==> config.mk <==
export PLATFORM = sky130hd
export DESIGN_NAME = pxr_ram
export DESIGN_NICKNAME = d
export VERILOG_FILES = /design/src/rtl/pxr_ram.sv
export SDC_FILE = /design/constraint.sdc
export NUM_CORES = 1
export LEC_CHECK = 0
export BUFFER_PORTS_ARGS = -buffer_cell sky130_fd_sc_hd__buf_2
export CORE_MARGIN = 5
export CORE_UTILIZATION = 63
export DETAILED_ROUTE_END_ITERATION = 10
export GPL_ROUTABILITY_DRIVEN = 0
export PLACE_DENSITY_LB_ADDON = 0.25
export SLEW_MARGIN = 20
export SYNTH_ARGS = -nofsm -noshare
export SYNTH_HDL_FRONTEND = slang
export SYNTH_SLANG_ARGS = --single-unit
==> constraint.sdc <==
create_clock -name clk -period 8.2 [get_ports clk]
set_input_delay 0.41 -clock clk [delete_from_list [all_inputs] [get_ports clk]]
set_output_delay 0.41 -clock clk [all_outputs]
set_load 0.03 [all_outputs]
==> src/rtl/pxr_ram.sv <==
// single write port, single registered read port memory
module pxr_ram #(
  parameter int WIDTH = 32,
  parameter int DEPTH = 16,
  parameter int AW    = 4
) (
  input  logic             clk,
  input  logic             wr_en,
  input  logic [AW-1:0]    wr_addr,
  input  logic [WIDTH-1:0] wr_data,
  input  logic [AW-1:0]    rd_addr,
  output logic [WIDTH-1:0] rd_data
);

  logic [WIDTH-1:0] mem [DEPTH];

  always_ff @(posedge clk) begin
    if (wr_en) begin
      mem[wr_addr] <= wr_data;
    end
    rd_data <= mem[rd_addr];
  end

endmodule

==> reports/results.tsv <==
stage	metric	value	unit
global_route	GRT Residual Overflow	0	
die	Die ar.	35200	um2
status	status	completed	
placed_design	placed cells	1292	
die	Cell Rows	65	
detailed_routing	Residual DRC	0	
timing	RSZ-0062 raised after global routing	false	
global_route	Total GRT Usage	23.6	%
clocking	clk sinks	544	
critical_path	Worst setup EP type	register	
global_route	pin count of the biggest net entering global routing	78	
layout	Post-Layout Cell Count	1387	
critical_path	Critical Path RT	8.65	ns
critical_path	Worst Path Max Fanout	77	
timing	final worst path period share	28.7	%
clocking	Worst-Skew Late Latency	0.56	ns
detailed_routing	Final ANT Viol Nets	0	
synthesis	Area contributors post-synth	edfxtp_1 (77%), mux4_2 (15%), dfxtp_1 (3.2%)	
die	initial core utilization	63.4	%
synthesis	top cells by count, synth	edfxtp_1 (512), mux4_2 (128), a22oi_1 (64)	
global_route	via count of the first global-routing pass	9413	
global_route	initial antenna violation count	1	
timing	Slew Limit Fails	0	
die	IO Pins	74	
worst_hold_path	class of the worst hold path	in -> reg	
clocking	TritonCTS clock tree	yes	
clocking	hold-fix buffers at CTS	0	
synthesis	Seq/Total Area, Yosys	80.7	%
clocking	clock slew at reported path FFs	0.06	ns
worst_hold_path	hold_sp	wr_data[12]	
synthesis	most common cell in the netlist	edfxtp_1	
timing	final hold viol count	0	
synthesis	Yosys top cell area share	77.4	%
timing	clk_skew	0.0140	ns
die	chip height	188	um
job	MaxCap Viol Count	0	
pwr	peak supply drop	222	uV
pwr	leakage	7.18	nW
detailed_routing	DRT Pass-1 Iters	5	
layout	share of cells above drive strength 1	31.1	%
clocking	clock root cell	clkbuf_16	
synthesis	Post-synth EDFFs	512	
layout	flip-flop and latch area	16000	um2
pwr	Design Power	5.58	mW
timing	Min Clock Period, post-route	2.35	ns
clocking	post_cts resized	0	
detailed_routing	drt total wl	40800	um
layout	Area Growth Syn to Fin	12.5	%
layout	fin area	22300	um2
critical_path	CP startpoint	rd_addr[0]	
clocking	htree depth	2	
synthesis	Yosys cell types	18	
detailed_routing	DR vias/cell	6.50	
clocking	post-CTS setup buffer count	0	
critical_path	kind of critical path	in -> reg	
critical_path	Critical Path Start Type	input port	
pwr	power density over the cells	250	nW/um2
synthesis	mapped cell area	19900	um2
layout	multi-input logic area	3750	um2
layout	Filler cells	1746	
timing	setup TNS	0	ns
synthesis	YS warnings	0	
timing	Final setup viols	0	
die	Die Width	188	um
detailed_routing	Initial DRC Count	814	
detailed_routing	Vias	9020	
layout	Layout Nets	984	
synthesis	Syn Area/Cell	23.7	um2
synthesis	asr flop ratio synth	0	%
placed_design	Cell Area, Placed	20800	um2
timing	Setup WS post-layout	5.85	ns
clocking	total CTS buffers	50	
clocking	CTS max path bufs	3	
timing	Slew @ Worst Pin	1.09	ns
placed_design	IO Port Bufs	73	
timing	Worst slew margin	27.3	%
placed_design	post-placement setup slack	4.87	ns
synthesis	Syn Nets	880	
critical_path	Crit path arrival time	2.80	ns
placed_design	post-detailed-placement half-perimeter wirelength	19300	um
synthesis	Post-synth top flop	edfxtp_1	
global_route	first-pass GRT wire length	60900	um
detailed_routing	wire per inst	29.4	um
die	total core area	31300	um2
synthesis	register bit total from synthesis	544	
synthesis	Gate Count Post-Synth	838	
critical_path	worst r2r src	mem[3][19]$_DFFE_PP_	
synthesis	Yosys top cell by area	edfxtp_1	
timing	Achievable Freq	425	MHz
## report_power, final
part           leakage, nW  internal [mW]  switching [mW]  total (mW)
sequential            4.89           3.11          0.0203        3.13
combinational         1.55          0.109           0.187       0.296
clock                0.733           1.21           0.943        2.15
## stage by stage
stage               hold slack [ns]  utilization [%]
finish                        0.222             71.3
global route                  0.206             71.3
CTS                           0.198             71.3
detailed placement            0.656             66.5
global placement              0.647             66.5
floorplan                     0.509                -
## placed cells by master, fill, tap and decap left out, drive strengths merged
cell type    n
diode        2
mux4       128
buf         94
or3b         1
inv          2
nand2       33
and2         1
edfxtp     512
nor2b        2
nor2        13
clkinv      11
a22oi       64
clkbuf      80
nand2b       2
nand3b       2
dfxtp       32
bufinv       1
nand3        1
nor3         4
## flip-flops by register name, summed over array words and instances (netlist names)
signal,flops
mem,512
rd_data,32
## critical path, cell delays in order
cell	delay (ns)
clkbuf_8	0.66
buf_6	0.66
mux4_2	0.60
a22oi_1	0.23
nand2_1	0.08
## cell type report
type	instances	share of cell area, %
diodes	2	0.0224
clock buffers	79	6.31
well taps	402	2.25
multi-input cells	251	16.8
repair buffers	95	2.44
flip-flops and latches	544	71.7
clock inverters	14	0.471
## cell families (layout without fill, tap and decap cells)
kind of cell	count (synthesis)	in the layout	share of synthesized area [%]
other	0	2	0
DFF	544	544	80.7
AOI/OAI and AO/OA	64	64	2.42
and+or+nand+nor	59	59	1.27
muxes	128	128	14.5
buffers and inverters	43	188	1.12
## layer usage
metal | wire length [um] | GRT usage (%)
met5 | 0 | 0
met4 | 1060 | 6.21
met3 | 2770 | 3.87
met2 | 21300 | 40.7
met1 | 15700 | 32.3
## worst paths after layout
kind,endpoint,slack (ns),cells past startpoint
max reg2reg,rd_data[19]$_DFF_P_,6.85,3
min,mem[7][12]$_DFFE_PP_,0.22,1
min reg2reg,rd_data[21]$_DFF_P_,0.66,3
max,rd_data[14]$_DFF_P_,5.85,5
(Power assumes the default switching activity.)
